File: src/rtl/mmtr_pkg.sv
`timescale 1ns / 1ps

package mmtr_pkg;

  // Configuration register indexes.
  typedef enum logic [1:0] {
    REG_GAP_THRESHOLD  = 2'd0,
    REG_BIT_THRESHOLD  = 2'd1,
    REG_FAST_THRESHOLD = 2'd2
  } cfg_reg_t;

  // Reset values of the configuration registers.
  localparam logic [15:0] GAP_THRESHOLD_RST  = 16'd510;
  localparam logic [15:0] BIT_THRESHOLD_RST  = 16'd56;
  localparam logic [16:0] FAST_THRESHOLD_RST = 17'd170;

  // Frame geometry.
  localparam logic [5:0] FRAME_EDGES = 6'd37;
  localparam logic [5:0] EDGE_MAX    = 6'd63;

  // Frame format codes.
  localparam logic [1:0] FMT_MM1  = 2'd0;
  localparam logic [1:0] FMT_MM2  = 2'd1;
  localparam logic [1:0] FMT_FAST = 2'd2;

  // Current configuration as seen by the deframer.
  typedef struct packed {
    logic [15:0] gap_threshold;
    logic [15:0] bit_threshold;
    logic [16:0] fast_pair_threshold;
  } cfg_t;

  // One decoded frame.
  typedef struct packed {
    logic [7:0] address_bits;
    logic [1:0] function_bits;
    logic [3:0] data_bits;
    logic [3:0] extra_bits;
    logic       fast_rate;
    logic [1:0] frame_format;
    logic       is_repeat;
  } frame_t;

endpackage

File: src/rtl/mmtr_cfg_regs.sv
`timescale 1ns / 1ps

module mmtr_cfg_regs (
  input  logic            clk,
  input  logic            rst,
  input  logic            cfg_valid,
  output logic            cfg_ready,
  input  logic [1:0]      cfg_index,
  input  logic [31:0]     cfg_data,
  output mmtr_pkg::cfg_t  cfg
);
  import mmtr_pkg::*;

  // Writes are always taken; cfg_ready is tied high.
  assign cfg_ready = 1'b1;

  // Register file; an index beyond the list is ignored.
  always_ff @(posedge clk) begin
    if (rst) begin
      cfg.gap_threshold       <= GAP_THRESHOLD_RST;
      cfg.bit_threshold       <= BIT_THRESHOLD_RST;
      cfg.fast_pair_threshold <= FAST_THRESHOLD_RST;
    end else if (cfg_valid && cfg_ready) begin
      case (cfg_reg_t'(cfg_index))
        REG_GAP_THRESHOLD:  cfg.gap_threshold       <= cfg_data[15:0];
        REG_BIT_THRESHOLD:  cfg.bit_threshold       <= cfg_data[15:0];
        REG_FAST_THRESHOLD: cfg.fast_pair_threshold <= cfg_data[16:0];
        default: ;
      endcase
    end
  end

endmodule

File: src/rtl/mmtr_deframer.sv
`timescale 1ns / 1ps

module mmtr_deframer (
  input  logic             clk,
  input  logic             rst,
  input  mmtr_pkg::cfg_t   cfg,
  input  logic             pulse_valid,
  output logic             pulse_stall,
  input  logic [15:0]      pulse_length,
  input  logic             out_free,
  output logic             res_valid,
  output mmtr_pkg::frame_t res
);
  import mmtr_pkg::*;

  // Field region bounds (first and last sampled edges) and the rate-sampling edge.
  localparam logic [5:0] ADDR_LAST  = 6'd17;
  localparam logic [5:0] FUNC_LAST  = 6'd21;
  localparam logic [5:0] ADDR_FIRST = 6'd3;
  localparam logic [5:0] FUNC_FIRST = 6'd19;
  localparam logic [5:0] DATA_FIRST = 6'd23;
  localparam logic [5:0] XTRA_FIRST = 6'd25;
  localparam logic [5:0] RATE_EDGE  = 6'd3;

  // Input register.
  logic        in_valid;
  logic [15:0] pulse_q;
  logic        advance;

  // Frame state.
  logic [5:0]  edge_count;
  logic [15:0] prev_pulse;
  logic [7:0]  addr_acc;
  logic [1:0]  func_acc;
  logic [3:0]  data_acc;
  logic [3:0]  extra_acc;
  logic        rate_flag;
  logic [18:0] last_frame;
  logic        last_valid;

  logic [5:0]  edge_count_next;
  logic [7:0]  addr_acc_next;
  logic [1:0]  func_acc_next;
  logic [3:0]  data_acc_next;
  logic [3:0]  extra_acc_next;
  logic        rate_flag_next;

  logic        pause;
  logic        frame_done;
  logic        frame_bad;
  logic [5:0]  ec_base;
  logic [5:0]  ec_inc;
  logic [16:0] pair_sum;
  logic        sample_bit;
  logic [5:0]  off_addr;
  logic [5:0]  off_func;
  logic [5:0]  off_data;
  logic [5:0]  off_xtra;
  logic [18:0] packed_frame;
  logic        repeat_hit;

  // The input register moves whenever the output side can take a beat.
  assign advance     = in_valid && out_free;
  assign pulse_stall = in_valid && !out_free;

  always_ff @(posedge clk) begin
    if (rst) begin
      in_valid <= 1'b0;
    end else if (!pulse_stall) begin
      in_valid <= pulse_valid;
    end
  end

  always_ff @(posedge clk) begin
    if (!pulse_stall && pulse_valid) begin
      pulse_q <= pulse_length;
    end
  end

  // Pause detection, edge counting and bit sampling.
  always_comb begin
    pause      = pulse_q > cfg.gap_threshold;
    frame_done = pause && (edge_count == FRAME_EDGES);
    frame_bad  = pause && (edge_count != FRAME_EDGES) && (edge_count != 6'd0);
    ec_base    = pause ? 6'd1 : edge_count;
    ec_inc     = (ec_base == EDGE_MAX) ? ec_base : ec_base + 6'd1;
    pair_sum   = {1'b0, prev_pulse} + {1'b0, pulse_q};
    sample_bit = pulse_q > cfg.bit_threshold;
    off_addr   = ec_inc - ADDR_FIRST;
    off_func   = ec_inc - FUNC_FIRST;
    off_data   = ec_inc - DATA_FIRST;
    off_xtra   = ec_inc - XTRA_FIRST;

    addr_acc_next  = pause ? 8'd0 : addr_acc;
    func_acc_next  = pause ? 2'd0 : func_acc;
    data_acc_next  = pause ? 4'd0 : data_acc;
    extra_acc_next = pause ? 4'd0 : extra_acc;
    rate_flag_next = rate_flag;
    edge_count_next = (ec_base == 6'd0) ? 6'd0 : ec_inc;

    if (ec_base == RATE_EDGE) begin
      rate_flag_next = pair_sum < cfg.fast_pair_threshold;
    end

    // Each odd-numbered edge inside the frame carries one bit.
    if ((ec_base != 6'd0) && ec_inc[0] && (ec_inc <= FRAME_EDGES)) begin
      if (ec_inc <= ADDR_LAST) begin
        addr_acc_next[off_addr[3:1]] = addr_acc_next[off_addr[3:1]] | sample_bit;
      end else if (ec_inc <= FUNC_LAST) begin
        func_acc_next[off_func[1]] = func_acc_next[off_func[1]] | sample_bit;
      end else if (off_data[1:0] == 2'd0) begin
        data_acc_next[off_data[3:2]] = data_acc_next[off_data[3:2]] | sample_bit;
      end else begin
        extra_acc_next[off_xtra[3:2]] = extra_acc_next[off_xtra[3:2]] | sample_bit;
      end
    end
  end

  // Result of a completed frame, built from the fields before they clear.
  always_comb begin
    packed_frame = {rate_flag, extra_acc, data_acc, func_acc, addr_acc};
    repeat_hit   = last_valid && (last_frame == packed_frame);
    res.address_bits  = addr_acc;
    res.function_bits = func_acc;
    res.data_bits     = data_acc;
    res.extra_bits    = extra_acc;
    res.fast_rate     = rate_flag;
    res.is_repeat     = repeat_hit;
    if (rate_flag) begin
      res.frame_format = FMT_FAST;
    end else if (data_acc == extra_acc) begin
      res.frame_format = FMT_MM1;
    end else begin
      res.frame_format = FMT_MM2;
    end
  end

  assign res_valid = advance && frame_done;

  // State update, one beat per cycle while the output side is free.
  always_ff @(posedge clk) begin
    if (rst) begin
      edge_count <= 6'd0;
      prev_pulse <= 16'd0;
      addr_acc   <= 8'd0;
      func_acc   <= 2'd0;
      data_acc   <= 4'd0;
      extra_acc  <= 4'd0;
      rate_flag  <= 1'b0;
      last_frame <= 19'd0;
      last_valid <= 1'b0;
    end else if (advance) begin
      edge_count <= edge_count_next;
      prev_pulse <= pulse_q;
      addr_acc   <= addr_acc_next;
      func_acc   <= func_acc_next;
      data_acc   <= data_acc_next;
      extra_acc  <= extra_acc_next;
      rate_flag  <= rate_flag_next;
      if (frame_done && !repeat_hit) begin
        last_frame <= packed_frame;
        last_valid <= 1'b1;
      end else if (frame_bad) begin
        last_valid <= 1'b0;
      end
    end
  end

endmodule

File: src/rtl/mmtr_out_reg.sv
`timescale 1ns / 1ps

module mmtr_out_reg (
  input  logic             clk,
  input  logic             rst,
  input  logic             res_valid,
  input  mmtr_pkg::frame_t res,
  output logic             out_free,
  output logic             frame_valid,
  input  logic             frame_stall,
  output mmtr_pkg::frame_t frame
);
  import mmtr_pkg::*;

  // The register can load when empty or when its beat leaves this cycle.
  assign out_free = !frame_valid || !frame_stall;

  always_ff @(posedge clk) begin
    if (rst) begin
      frame_valid <= 1'b0;
    end else if (out_free) begin
      frame_valid <= res_valid;
    end
  end

  always_ff @(posedge clk) begin
    if (out_free && res_valid) begin
      frame <= res;
    end
  end

endmodule

File: src/rtl/mm_track_frame_receiver_core.sv
`timescale 1ns / 1ps

// Channel   Handshake                Payload
// pulse     pulse_valid/pulse_stall  pulse_length
// frame     frame_valid/frame_stall  address_bits .. is_repeat
// cfg       cfg_valid/cfg_ready      cfg_index, cfg_data
//
// One pulse beat is taken every cycle unless pulse_stall is high; a frame
// beat for the pause pulse that closes a full FRAME_EDGES frame passes the input
// register, then the result register. The deframer updates its state once
// per beat in a single combinational pass. Reset (rst, synchronous) loads
// default thresholds and clears all frame state. A stalled result holds the
// result register, and pulse_stall is then high while the input register is full.

module mm_track_frame_receiver_core (
  input  logic        clk,
  input  logic        rst,
  input  logic        pulse_valid,
  output logic        pulse_stall,
  input  logic [15:0] pulse_length,
  output logic        frame_valid,
  input  logic        frame_stall,
  output logic [7:0]  address_bits,
  output logic [1:0]  function_bits,
  output logic [3:0]  data_bits,
  output logic [3:0]  extra_bits,
  output logic        fast_rate,
  output logic [1:0]  frame_format,
  output logic        is_repeat,
  input  logic        cfg_valid,
  output logic        cfg_ready,
  input  logic [1:0]  cfg_index,
  input  logic [31:0] cfg_data
);
  import mmtr_pkg::*;

  cfg_t   cfg;
  frame_t res;
  frame_t frame;
  logic   res_valid;
  logic   out_free;

  mmtr_cfg_regs u_cfg (
    .clk       (clk),
    .rst       (rst),
    .cfg_valid (cfg_valid),
    .cfg_ready (cfg_ready),
    .cfg_index (cfg_index),
    .cfg_data  (cfg_data),
    .cfg       (cfg)
  );

  mmtr_deframer u_deframer (
    .clk          (clk),
    .rst          (rst),
    .cfg          (cfg),
    .pulse_valid  (pulse_valid),
    .pulse_stall  (pulse_stall),
    .pulse_length (pulse_length),
    .out_free     (out_free),
    .res_valid    (res_valid),
    .res          (res)
  );

  mmtr_out_reg u_out (
    .clk         (clk),
    .rst         (rst),
    .res_valid   (res_valid),
    .res         (res),
    .out_free    (out_free),
    .frame_valid (frame_valid),
    .frame_stall (frame_stall),
    .frame       (frame)
  );

  // Unpack the result register onto the payload ports.
  assign address_bits  = frame.address_bits;
  assign function_bits = frame.function_bits;
  assign data_bits     = frame.data_bits;
  assign extra_bits    = frame.extra_bits;
  assign fast_rate     = frame.fast_rate;
  assign frame_format  = frame.frame_format;
  assign is_repeat     = frame.is_repeat;

endmodule

File: config.mk
export PLATFORM = sky130hd
export DESIGN_NAME = mm_track_frame_receiver_core
export DESIGN_NICKNAME = d
export VERILOG_FILES = /design/src/rtl/mmtr_pkg.sv /design/src/rtl/mmtr_cfg_regs.sv /design/src/rtl/mmtr_deframer.sv /design/src/rtl/mmtr_out_reg.sv /design/src/rtl/mm_track_frame_receiver_core.sv
export SDC_FILE = /design/constraint.sdc
export NUM_CORES = 1
export LEC_CHECK = 0
export BUFFER_PORTS_ARGS = -buffer_cell sky130_fd_sc_hd__buf_2
export CORE_MARGIN = 2
export CORE_UTILIZATION = 59
export CTS_CLUSTER_DIAMETER = 120
export CTS_CLUSTER_SIZE = 28
export DETAILED_ROUTE_END_ITERATION = 8
export HOLD_SLACK_MARGIN = 0.12
export PLACE_DENSITY = 0.77
export SYNTH_ARGS = -nofsm -noshare
export SYNTH_HDL_FRONTEND = slang
export SYNTH_SLANG_ARGS = --single-unit
File: constraint.sdc
create_clock -name clk -period 6.6 [get_ports clk]
set_input_delay 0.33 -clock clk [delete_from_list [all_inputs] [get_ports clk]]
set_output_delay 0.33 -clock clk [all_outputs]
set_load 0.02 [all_outputs]
==> results of run 1 <==
-- synthesized netlist by cell type, types with 5 or more instances --
cell type,number
inv_1,64
a21o_1,7
nand2_1,130
nand4_1,15
o21ai_1,5
clkbuf_1,26
edfxtp_1,38
o311ai_0,5
xnor2_1,24
xor2_1,16
o21ai_0,23
a21oi_1,95
nor3_1,18
and2_1,6
nor2b_1,9
nor4_1,5
a31oi_1,6
o31a_1,8
nor2_1,66
mux2i_1,25
buf_1,10
nand2b_1,11
or3_1,10
ha_1,66
o211ai_1,5
o22ai_1,8
nand3_1,20
o31ai_1,13
buf_2,5
a211o_1,16
dfxtp_1,112
-- cells in the final DEF (no fill, tap or decap), drive strengths merged, types with 16 or more instances in the layout --
| cell type | netlist | layout |
|---|---|---|
| nand4 | 16 | 16 |
| mux2i | 25 | 25 |
| clkbuf | 26 | 17 |
| dfxtp | 112 | 112 |
| buf | 20 | 70 |
| edfxtp | 38 | 38 |
| xor2 | 17 | 17 |
| o21ai | 29 | 29 |
| inv | 64 | 69 |
| xnor2 | 24 | 24 |
| dlygate4sd3 | 0 | 16 |
| nand3 | 22 | 22 |
| ha | 66 | 66 |
| nor2 | 69 | 69 |
| a21oi | 98 | 98 |
| a211o | 16 | 16 |
| nand2 | 131 | 131 |
| nor3 | 19 | 19 |
-- power groups by stage --
| stage | logic, mW | registers [mW] | clock network (mW) |
|---|---|---|---|
| 3_5_place_dp | 0.315 | 1.01 | 0 |
| 6_report | 0.329 | 0.992 | 0.975 |
| 4_1_cts | 0.327 | 0.992 | 0.985 |
| 3_3_place_gp | 0.309 | 1.01 | 0 |
| 2_1_floorplan | 0.243 | 1.00 | 0 |
| 5_1_grt | 0.368 | 0.995 | 1.02 |
-- metal layers --
metal | vias to the layer above | part of all wire
li1 | 3521 | -
met1 | 3299 | 0.43
met2 | 216 | 0.50
met3 | 35 | 0.054
met4 | 0 | 0.021
met5 | - | 0
-- critical path, cell delays in order (launching register included) --
cell	delay, ps
edfxtp_1	510
ha_1	360
nand4_2	200
or4_1	600
a21o_1	250
nand3_4	200
nand2_2	180
nand2_1	130
ha_1	680
nor2b_1	320
nand2b_1	230
nand2_1	110
a211o_1	330
a22oi_2	190
nand3_2	160
or3b_1	520
or3_1	340
o21ai_1	120
-- worst paths after layout --
check | depth (start not counted) | endpoint
max | 17 | u_deframer.data_acc[1]$_SDFFE_PP0P_
min | 2 | u_cfg.cfg[7]$_SDFFE_PP1P_
max reg2reg | 17 | u_deframer.data_acc[1]$_SDFFE_PP0P_
min reg2reg | 2 | u_cfg.cfg[31]$_SDFFE_PP0P_
-- final cells by class --
type                    count  area (µm²)  share of cell area
inverters                  64         240              0.0250
well taps                 180         225              0.0234
multi-input cells         692        4640               0.482
clock buffers              17         425              0.0443
clock inverters            15         170              0.0177
flip-flops and latches    150        3380               0.352
repair buffers             86         531              0.0552
-- kinds of logic after synthesis --
| group | Yosys count | share of synthesized area |
|---|---|---|
| and+or+nand+nor | 324 | 0.186 |
| muxes | 26 | 0.0310 |
| adders and majority gates | 67 | 0.100 |
| buffers and inverters | 110 | 0.0523 |
| DFF | 150 | 0.400 |
| other | 1 | 0.000444 |
| AOI/OAI and AO/OA | 233 | 0.186 |
| xor gates and xnor gates | 41 | 0.0434 |
-- per-stage QoR --
stage	utilization	hold slack (ps)	worst slack, ps
after floorplan	-	429	2100
after global routing	0.690	136	745
after detailed placement	0.636	447	1170
after global placement	0.636	441	1220
after CTS	0.690	124	1130
final	0.690	128	1090
-- registers in the layout, summed over array words and instances, names as in the netlist, 2 cells and up --
name                   flops
u_cfg.cfg                 49
u_deframer.addr_acc        8
u_deframer.data_acc        4
u_deframer.edge_count      6
u_deframer.extra_acc       4
u_deframer.func_acc        2
u_deframer.last_frame     19
u_deframer.prev_pulse     16
u_deframer.pulse_q        16
u_out.frame               22
-- what timing repair did --
action,in CTS,in global routing
endpoints found under the hold margin,16,0
gates resized for setup,0,0
hold buffers,16,0
==> summary.txt, run 1 <==
Status
  • Status: completed

Floorplanning
  • Die W: about 120 µm
  • Core box area: about 14000 µm²
  • Num rows: 43
  • I/O Pins: 80
  • Initial Util: 0.606
  • Die height: about 120 µm
  • Full die area: 15300 µm²

Global route
  • Largest net degree at the start of global routing: 54
  • Total GRT Usage: 0.275
  • Met1 GRT Util: 0.328
  • Vias in the first global route: between 6000 and 7000
  • Met2 Track Usage GR: 0.483
  • Initial antenna violation count: 0
  • Total global routing overflow: 0
  • Grt met3 use: 0.0632
  • First-pass GRT wire length: approximately 32000 µm
  • Busiest grt layer: met2

Drt
  • Vias: between 7000 and 8000
  • DRT Wirelength: ~20000 µm
  • Initial DRC Count: between 400 and 500
  • Routed Antenna Nets: 0
  • WL/cell: between 15 and 20 µm
  • Via density: approximately 5.9
  • First-pass detailed-route iteration total: 5
  • DRC Markers: 0

STA
  • Final min period: between 5000 and 6000 ps
  • Peak Freq: around 180 MHz
  • Max-slew violation count: 0
  • RSZ-0062 raised after global routing: false
  • Setup-failing EPs final: 0
  • Rel. slew slack: 0.428
  • Setup TNS: 0 ps
  • Actual slew at the worst max-slew pin: between 800 and 900 ps
  • Setup Skew: around 11 ps
  • Final Hold Fails: 0
  • Crit share post-route: 0.835

Finish
  • Share of cells above drive strength 1: 0.130
  • Diode count: 0
  • Number of fill cells in the layout: 1143
  • Nets: around 1100
  • Synth-to-layout area growth: 13.8%
  • Final std cells w/o fill: roughly 1200
  • Cell area after layout: slightly below 10000 µm²

Power and ir drop
  • Sequential Power Share: 0.432
  • Pleak: about 3.9 nW
  • Pwr/cell area: roughly 240 nW/µm²
  • Pint: 1.66 mW
  • Sw Ratio: 0.276
  • Clock power share: 0.424
  • Comb power frac: 0.143
  • Peak VDD IR: 0.224 mV
  • Net Sw Power: roughly 0.63 mW
  • Power Total: roughly 2.3 mW

Hold path
  • HP Start: cfg_data[7]
  • Hold Crit Class: in2reg

Placed design
  • Final GP Congestion: approximately 0.94
  • DP Wirelength: around 14000 µm
  • I/O Buffers: 63
  • DP Cell Count: 1156
  • Post-DP Area: slightly below 9000 µm²

Clock tree
  • Clock root buffer: clkbuf_16
  • H-tree Lvls: 4
  • Number of setup buffers added after CTS: 0
  • CTS sink count: 150
  • Clock Latency Late Sink: 440 ps
  • Clock buffer count from CTS: 17
  • Reg clk slew, reported paths: roughly 60 ps
  • Clk buf depth: 2
  • CTS tree: built

Synthesis
  • Dominant synthesized flop cell: dfxtp_1
  • Syn Nets: roughly 1100
  • Mapped Cells: between 900 and 1000
  • YS warnings: 0
  • Synth area leaders: dfxtp_1 27%, edfxtp_1 14%, ha_1 9.8%, nand2_1 5.8%, a21oi_1 5.6%
  • Number of synthesized flops with an enable pin: 38
  • Top-area cell type share of the netlist area: 0.265
  • Cell taking the most area after synthesis: dfxtp_1
  • Seq/Total Area, Yosys: 0.400
  • Fraction of registers with async set/reset: 0
  • Synthesized cell area: between 8000 and 9000 µm²
  • Flops & latches, synth: 150
  • Syn Area/Cell: approximately 9 µm²
  • Netlist cell types: between 80 and 90

Critical path
  • Worst r2r src: u_deframer.pulse_q[15]$_DFFE_PP_
  • Endpoint arrival time on the critical path: 5880 ps
  • Largest fanout on the critical path: 22
  • Crit start category: flop
  • CP startpoint: u_deframer.pulse_q[15]$_DFFE_PP_
  • R2r setup slk: approximately 1100 ps
  • Critical path type: reg2reg
  • Crit path required time: about 7000 ps
  • Crit end category: flop

Flow run
  • Maxcap violations: 0
Power figures use the tool's default switching activity.
==> inputs of run 2 (changes only) <==
- clock period: 6.6 -> 5.7 ns (I/O delays scaled with it)
==> summary.txt, run 2 (synthesis gave the netlist of run 1 again) <==
Placed design
  • DP Wirelength: 13900 µm (was 13800 µm)
  • Final GP Congestion: 0.920 (was 0.937)
  • I/O Buffers: 63 (unchanged)

Critical path
  • Largest fanout on the critical path: 11 (was 22)
  • Crit start category: flop (unchanged)
  • Crit path required time: 6070 ps (was 6970 ps)
  • Crit-path max cell delay: 590 ps (was 680 ps)
  • Crit end category: flop (unchanged)
  • Cell family with most CP delay: simple AND/OR/NAND/NOR gates (unchanged)
  • Critical path type: reg2reg (unchanged)
  • R2r setup slk: 440 ps (was 1090 ps)
  • CP max-delay cell: or4_1 (was ha_1)
  • Crit path buf inv count: 0 (unchanged)
  • Worst-path cell chain: ha_1, nand4_2, or4_1, a21o_1, nand3_4, nand2_2, nand2_1, ha_1, nor2b_1, nand2b_1, nand2_1, a211o_1, a22oi_2, nand3_2, or3b_1, or3_1, o21ai_1 (unchanged)
  • Endpoint arrival time on the critical path: 5630 ps (was 5880 ps)

Drt
  • First-pass detailed-route iteration total: 6 (was 5)
  • Initial DRC Count: 521 (was 464)
  • DRT Wirelength: 20500 µm (was 20100 µm)
  • WL/cell: 16.7 µm (about the same)
  • DRC Markers: 0 (unchanged)
  • Via density: 5.81 (was 5.87)
  • Vias: 7145 (was 7071)
  • Routed Antenna Nets: 0 (unchanged)

Floorplanning
  • Num rows: 43 (unchanged)
  • I/O Pins: 80 (unchanged)
  • Die height: 124 µm (unchanged)
  • Full die area: 15300 µm² (unchanged)
  • Initial Util: 0.606 (unchanged)
  • Die W: 124 µm (unchanged)
  • Core box area: 13900 µm² (unchanged)

STA
  • Max-slew violation count: 0 (unchanged)
  • Final Hold Fails: 0 (unchanged)
  • Actual slew at the worst max-slew pin: 870 ps (was 850 ps)
  • Final min period: 5260 ps (was 5510 ps)
  • Setup-failing EPs final: 0 (unchanged)
  • Crit share post-route: 0.922 (was 0.835)
  • RSZ-0062 raised after global routing: false (unchanged)
  • Worst hold slack: 155 ps (was 128 ps)
  • Setup TNS: 0 ps (unchanged)
  • Setup Skew: 9.57 ps (was 11.0 ps)
  • Rel. slew slack: 0.415 (was 0.428)
  • Peak Freq: 190 MHz (was 181 MHz)

Clock tree
  • Clock root buffer: clkbuf_16 (unchanged)
  • Clock buffer count from CTS: 17 (unchanged)
  • CTS sink count: 150 (unchanged)
  • H-tree Lvls: 4 (unchanged)
  • Clock Latency Late Sink: 440 ps (about the same)
  • Reg clk slew, reported paths: 60 ps (about the same)
  • CTS tree: built (unchanged)
  • Clk buf depth: 2 (unchanged)
  • # resized after CTS: 0 (unchanged)

Power and ir drop
  • Peak VDD IR: 0.207 mV (was 0.224 mV)
  • Pleak: 4.00 nW (was 3.91 nW)
  • Power Total: 2.60 mW (was 2.30 mW)
  • Pwr/cell area: 266 nW/µm² (was 239 nW/µm²)

Finish
  • Reg with most FFs: u_cfg.cfg (unchanged)
  • Largest regs: u_cfg.cfg (49), u_out.frame (22), u_deframer.last_frame (19) (unchanged)
  • Synth-to-layout area growth: 16.0% (was 13.8%)
  • Share of cells above drive strength 1: 0.131 (was 0.130)
  • Most frequent cells in the layout: 130 x nand2_1, 112 x dfxtp_1, 95 x a21oi_1 (unchanged)
  • Nets: 1158 (was 1133)
  • Max reg flops: 49 (unchanged)
  • Diode count: 0 (unchanged)
  • Commonest non-fill, non-tap cell in the layout: nand2_1 (unchanged)

Hold path
  • Hold Crit Class: in2reg (unchanged)

Status
  • Status: completed (unchanged)

Global route
  • Total GRT Usage: 0.284 (was 0.275)
  • First-pass GRT wire length: 33700 µm (was 32400 µm)
  • Initial antenna violation count: 0 (unchanged)
  • Vias in the first global route: 6975 (was 6790)
  • Largest net degree at the start of global routing: 70 (was 54)
  • Total global routing overflow: 0 (unchanged)

Flow run
  • Maxcap violations: 0 (unchanged)
run 2: cell count changes in the layout (fill, tap and decap cells not counted), sizes merged:
cell	delta
clkbuf	+1
inv	+2
clkinvlp	-1
dlygate4sd3	+18
buf	+7
bufinv	-2
run 2: per-stage QoR:
stage                      util  instance area [µm²]  setup WS, ps  std cells
after detailed placement  0.639                 8910           566       1163
after floorplan               -                 8450          1200        952
after global routing      0.703                 9800           160       1229
after global placement    0.639                 8910           594       1163
final                     0.703                 9800           442       1229
after CTS                 0.703                 9800           523       1229
run 2: worst min-delay path, stage by stage:
cell	delay (ps)
buf_2	120
a21oi_1	70
nor2_1	70
run 2: power by group:
part / leakage [nW] / switching (mW) / internal (mW)
Sequential: 1.29 / 0.0283 / 1.12
Combinational: 2.45 / 0.236 / 0.163
Clock: 0.268 / 0.487 / 0.569
Total: 4.00 / 0.751 / 1.85
run 2: path summary, 6_finish.rpt:
kind | start | end | depth (start not counted)
worst max register to register | u_deframer.pulse_q[15]$_DFFE_PP_ | u_deframer.data_acc[2]$_SDFFE_PP0P_ | 17
worst min-delay path | frame_stall | u_out.frame_valid$_SDFFE_PP0N_ | 3
worst max-delay path | u_deframer.pulse_q[15]$_DFFE_PP_ | u_deframer.data_acc[2]$_SDFFE_PP0P_ | 17
worst min register to register | u_cfg.cfg[10]$_SDFFE_PP0P_ | u_cfg.cfg[10]$_SDFFE_PP0P_ | 2
run 2: area by class of cell:
cell class              count  area (µm²)
repair buffers            111         763
clock buffers              18         429
clock inverters            14         120
multi-input cells         692        4640
well taps                 180         225
flip-flops and latches    150        3380
fillers                  1067        4140
inverters                  64         240
run 2: repair_timing:
item,4_1_cts,5_1_grt
buffers inserted,0,0
endpoints found under the hold margin,56,0
endpoints found under the setup margin,0,0
hold buffers,34,0
run 2: layer usage:
metal	GRT usage	vias to the layer above	wire length [µm]
met1	0.344	3342	8850
met3	0.0531	41	924
met4	0.0923	0	378
li1	-	3558	-
met5	0	-	0
met2	0.508	204	10400
==> inputs of run 3 (changes only) <==
- CORE_UTILIZATION: 59 -> 54
- PLACE_DENSITY: 0.77 -> 0.75
- clock period: 5.7 -> 4.3 ns (I/O delays scaled with it)
==> summary.txt, run 3 (synthesis gave the netlist of run 1 again) <==
Global route
  • Largest net degree at the start of global routing: 80 (was 70)
  • Initial antenna violation count: 0 (unchanged)
  • Vias in the first global route: 6945 (was 6975)
  • Total GRT Usage: 0.266 (was 0.284)
  • Total global routing overflow: 0 (unchanged)
  • First-pass GRT wire length: 34500 µm (was 33700 µm)

Clock tree
  • Clock Latency Late Sink: 430 ps (was 440 ps)
  • Clock root buffer: clkbuf_16 (unchanged)
  • CTS sink count: 150 (unchanged)
  • Clk buf depth: 2 (unchanged)
  • Reg clk slew, reported paths: 60 ps (about the same)
  • CTS tree: built (unchanged)
  • H-tree Lvls: 4 (unchanged)
  • Clock buffer count from CTS: 17 (unchanged)

Drt
  • Initial DRC Count: 586 (was 521)
  • Via density: 5.66 (was 5.81)
  • DRT Wirelength: 21600 µm (was 20500 µm)
  • Vias: 7409 (was 7145)
  • Routed Antenna Nets: 0 (unchanged)
  • WL/cell: 16.5 µm (was 16.7 µm)
  • DRC Markers: 0 (unchanged)
  • First-pass detailed-route iteration total: 4 (was 6)

Power and ir drop
  • Peak VDD IR: 0.308 mV (was 0.207 mV)
  • Pwr/cell area: 341 nW/µm² (was 266 nW/µm²)
  • Pleak: 4.26 nW (was 4.00 nW)

STA
  • Worst hold slack: 150 ps (was 155 ps)
  • Peak Freq: 241 MHz (was 190 MHz)
  • Crit share post-route: 0.965 (was 0.922)
  • Final Hold Fails: 0 (unchanged)
  • RSZ-0062 raised after global routing: true (was false)
  • Final min period: 4150 ps (was 5260 ps)
  • Final setup margin: 150 ps (was 442 ps)
  • Actual slew at the worst max-slew pin: 987 ps (was 870 ps)
  • Setup Skew: 12.7 ps (was 9.57 ps)
  • Rel. slew slack: 0.339 (was 0.415)
  • Max-slew violation count: 0 (unchanged)
  • Setup TNS: 0 ps (unchanged)
  • Setup-failing EPs final: 0 (unchanged)

Finish
  • Commonest non-fill, non-tap cell in the layout: nand2_1 (unchanged)
  • Nets: 1208 (was 1158)
  • Reg area: 3380 µm² (unchanged)
  • Footprint of the multi-input gates: 4740 µm² (was 4640 µm²)
  • Diode count: 0 (unchanged)
  • Final core occ: 0.677 (was 0.703)
  • Max reg flops: 49 (unchanged)
  • Largest regs: u_cfg.cfg (49), u_out.frame (22), u_deframer.last_frame (19) (unchanged)
  • Most frequent cells in the layout: 129 x nand2_1, 112 x dfxtp_1, 94 x a21oi_1 (was 130 x nand2_1, 112 x dfxtp_1, 95 x a21oi_1)
  • Share of cells above drive strength 1: 0.185 (was 0.131)
  • Number of fill cells in the layout: 1246 (was 1067)
  • Synth-to-layout area growth: 22.2% (was 16.0%)
  • Reg with most FFs: u_cfg.cfg (unchanged)

Placed design
  • Setup WS pre-CTS: -2.13 ps (was 566 ps)
  • Final GP Congestion: 0.951 (was 0.920)
  • DP Wirelength: 15300 µm (was 13900 µm)
  • I/O Buffers: 63 (unchanged)

Critical path
  • Crit start category: flop (unchanged)
  • Cell family with most CP delay: compound AO/OA/AOI/OAI gates (was simple AND/OR/NAND/NOR gates)
  • Largest fanout on the critical path: 8 (was 11)
  • Worst-path cell chain: ha_4, nand4_2, or4_4, a21o_1, and3_4, o21ai_4, buf_4, ha_4, nor2b_1, buf_4, nand2_1, nor2_1, a211oi_1, nand2_1, a221oi_2, o32ai_1, a21oi_4, o22ai_1 (was ha_1, nand4_2, or4_1, a21o_1, nand3_4, nand2_2, nand2_1, ha_1, nor2b_1, nand2b_1, nand2_1, a211o_1, a22oi_2, nand3_2, or3b_1, or3_1, o21ai_1)
  • Crit end category: flop (unchanged)
  • Crit-path max cell delay: 530 ps (was 590 ps)
  • Crit path required time: 4600 ps (was 6070 ps)
  • Reg-to-reg endpoint: u_deframer.addr_acc[7]$_SDFFE_PP0P_ (was u_deframer.data_acc[2]$_SDFFE_PP0P_)
  • CP max-delay cell: or4_4 (was or4_1)
  • Worst r2r src: u_deframer.pulse_q[14]$_DFFE_PP_ (was u_deframer.pulse_q[15]$_DFFE_PP_)
  • Critical path type: reg2reg (unchanged)
  • Cell count of the worst reg-to-reg path: 18 (was 17)
  • Crit path buf inv count: 2 (was 0)
  • Endpoint arrival time on the critical path: 4450 ps (was 5630 ps)
  • R2r setup slk: 150 ps (was 440 ps)

Hold path
  • WHS Endpoint: u_deframer.last_frame[10]$_SDFFE_PP0P_ (was u_out.frame_valid$_SDFFE_PP0N_)
  • HP Start: rst (was frame_stall)
  • Hold Crit Class: in2reg (unchanged)
  • Hold Crit Depth: 2 (was 3)

Status
  • Status: completed (unchanged)

Floorplanning
  • I/O Pins: 80 (unchanged)
  • Num rows: 45 (was 43)
  • Full die area: 16700 µm² (was 15300 µm²)
  • Core box area: 15300 µm² (was 13900 µm²)
  • Die W: 129 µm (was 124 µm)
  • Die height: 129 µm (was 124 µm)
  • Initial Util: 0.554 (was 0.606)

Flow run
  • Maxcap violations: 0 (unchanged)
[run 3: worst max path at each step]
| stage | start | slack [ps] | cells after the start | to |
|---|---|---|---|---|
| finish | u_deframer.pulse_q[14]$_DFFE_PP_ | 150 | 18 | u_deframer.addr_acc[7]$_SDFFE_PP0P_ |
| global route | u_deframer.pulse_q[14]$_DFFE_PP_ | -30 | 18 | u_deframer.data_acc[1]$_SDFFE_PP0P_ |
| CTS | u_deframer.pulse_q[14]$_DFFE_PP_ | 40 | 18 | u_deframer.data_acc[1]$_SDFFE_PP0P_ |
| detailed placement | u_deframer.pulse_q[14]$_DFFE_PP_ | -2 | 17 | u_deframer.data_acc[1]$_SDFFE_PP0P_ |
| global placement | u_deframer.pulse_q[14]$_DFFE_PP_ | 50 | 17 | u_deframer.data_acc[1]$_SDFFE_PP0P_ |
| floorplan | u_deframer.pulse_q[14]$_DFFE_PP_ | 8 | 18 | u_deframer.data_acc[1]$_SDFFE_PP0P_ |
[run 3: area by class of cell]
cell class / count / share of cell area
timing repair buffer: 161 / 0.111
tap: 211 / 0.0256
sequential: 150 / 0.328
clock buffer: 23 / 0.0473
inverter: 64 / 0.0233
multi-input combinational: 692 / 0.459
clock inverter: 9 / 0.00642
[run 3: metal layers]
metal | track usage | wire length [µm] | up-vias
met5 | 0 | 0 | -
met4 | 0.0889 | 516 | 0
met3 | 0.0541 | 1140 | 47
met2 | 0.451 | 10500 | 243
met1 | 0.340 | 9450 | 3461
li1 | - | - | 3658
[run 3: worst register-to-register path: stages (launching register included)]
cell and delay, ps:
edfxtp_1 430, ha_4 300, nand4_2 150, or4_4 530
a21o_1 190, and3_4 180, o21ai_4 140, buf_4 160
ha_4 210, nor2b_1 120, buf_4 180, nand2_1 100
nor2_1 40, a211oi_1 250, nand2_1 100, a221oi_2 350
o32ai_1 200, a21oi_4 270, o22ai_1 140
[run 3: timing repair]
| action | 4_1_cts | 5_1_grt |
|---|---|---|
| setup buffers | 0 | 2 |
| gates resized for setup | 2 | 14 |
| pin swaps | 0 | 4 |
| endpoints found under the setup margin | 3 | 17 |
| hold buffers | 35 | 0 |
| hold endpoints to repair | 67 | 0 |
[run 3: where the power goes]
part           total (mW)  switching, mW  internal [mW]
clock                1.41          0.603          0.803
sequential           1.51         0.0236           1.48
combinational       0.611          0.346          0.265
total                3.52          0.973           2.55
[run 3: per-stage QoR]
| stage | power [mW] | cells | instance area [µm²] |
|---|---|---|---|
| final | 3.52 | 1310 | 10300 |
| after global routing | 3.66 | 1310 | 10300 |
| after CTS | 3.50 | 1308 | 10200 |
| after detailed placement | 2.09 | 1241 | 9320 |
| after global placement | 2.08 | 1241 | 9320 |
| after floorplan | 1.91 | 952 | 8470 |
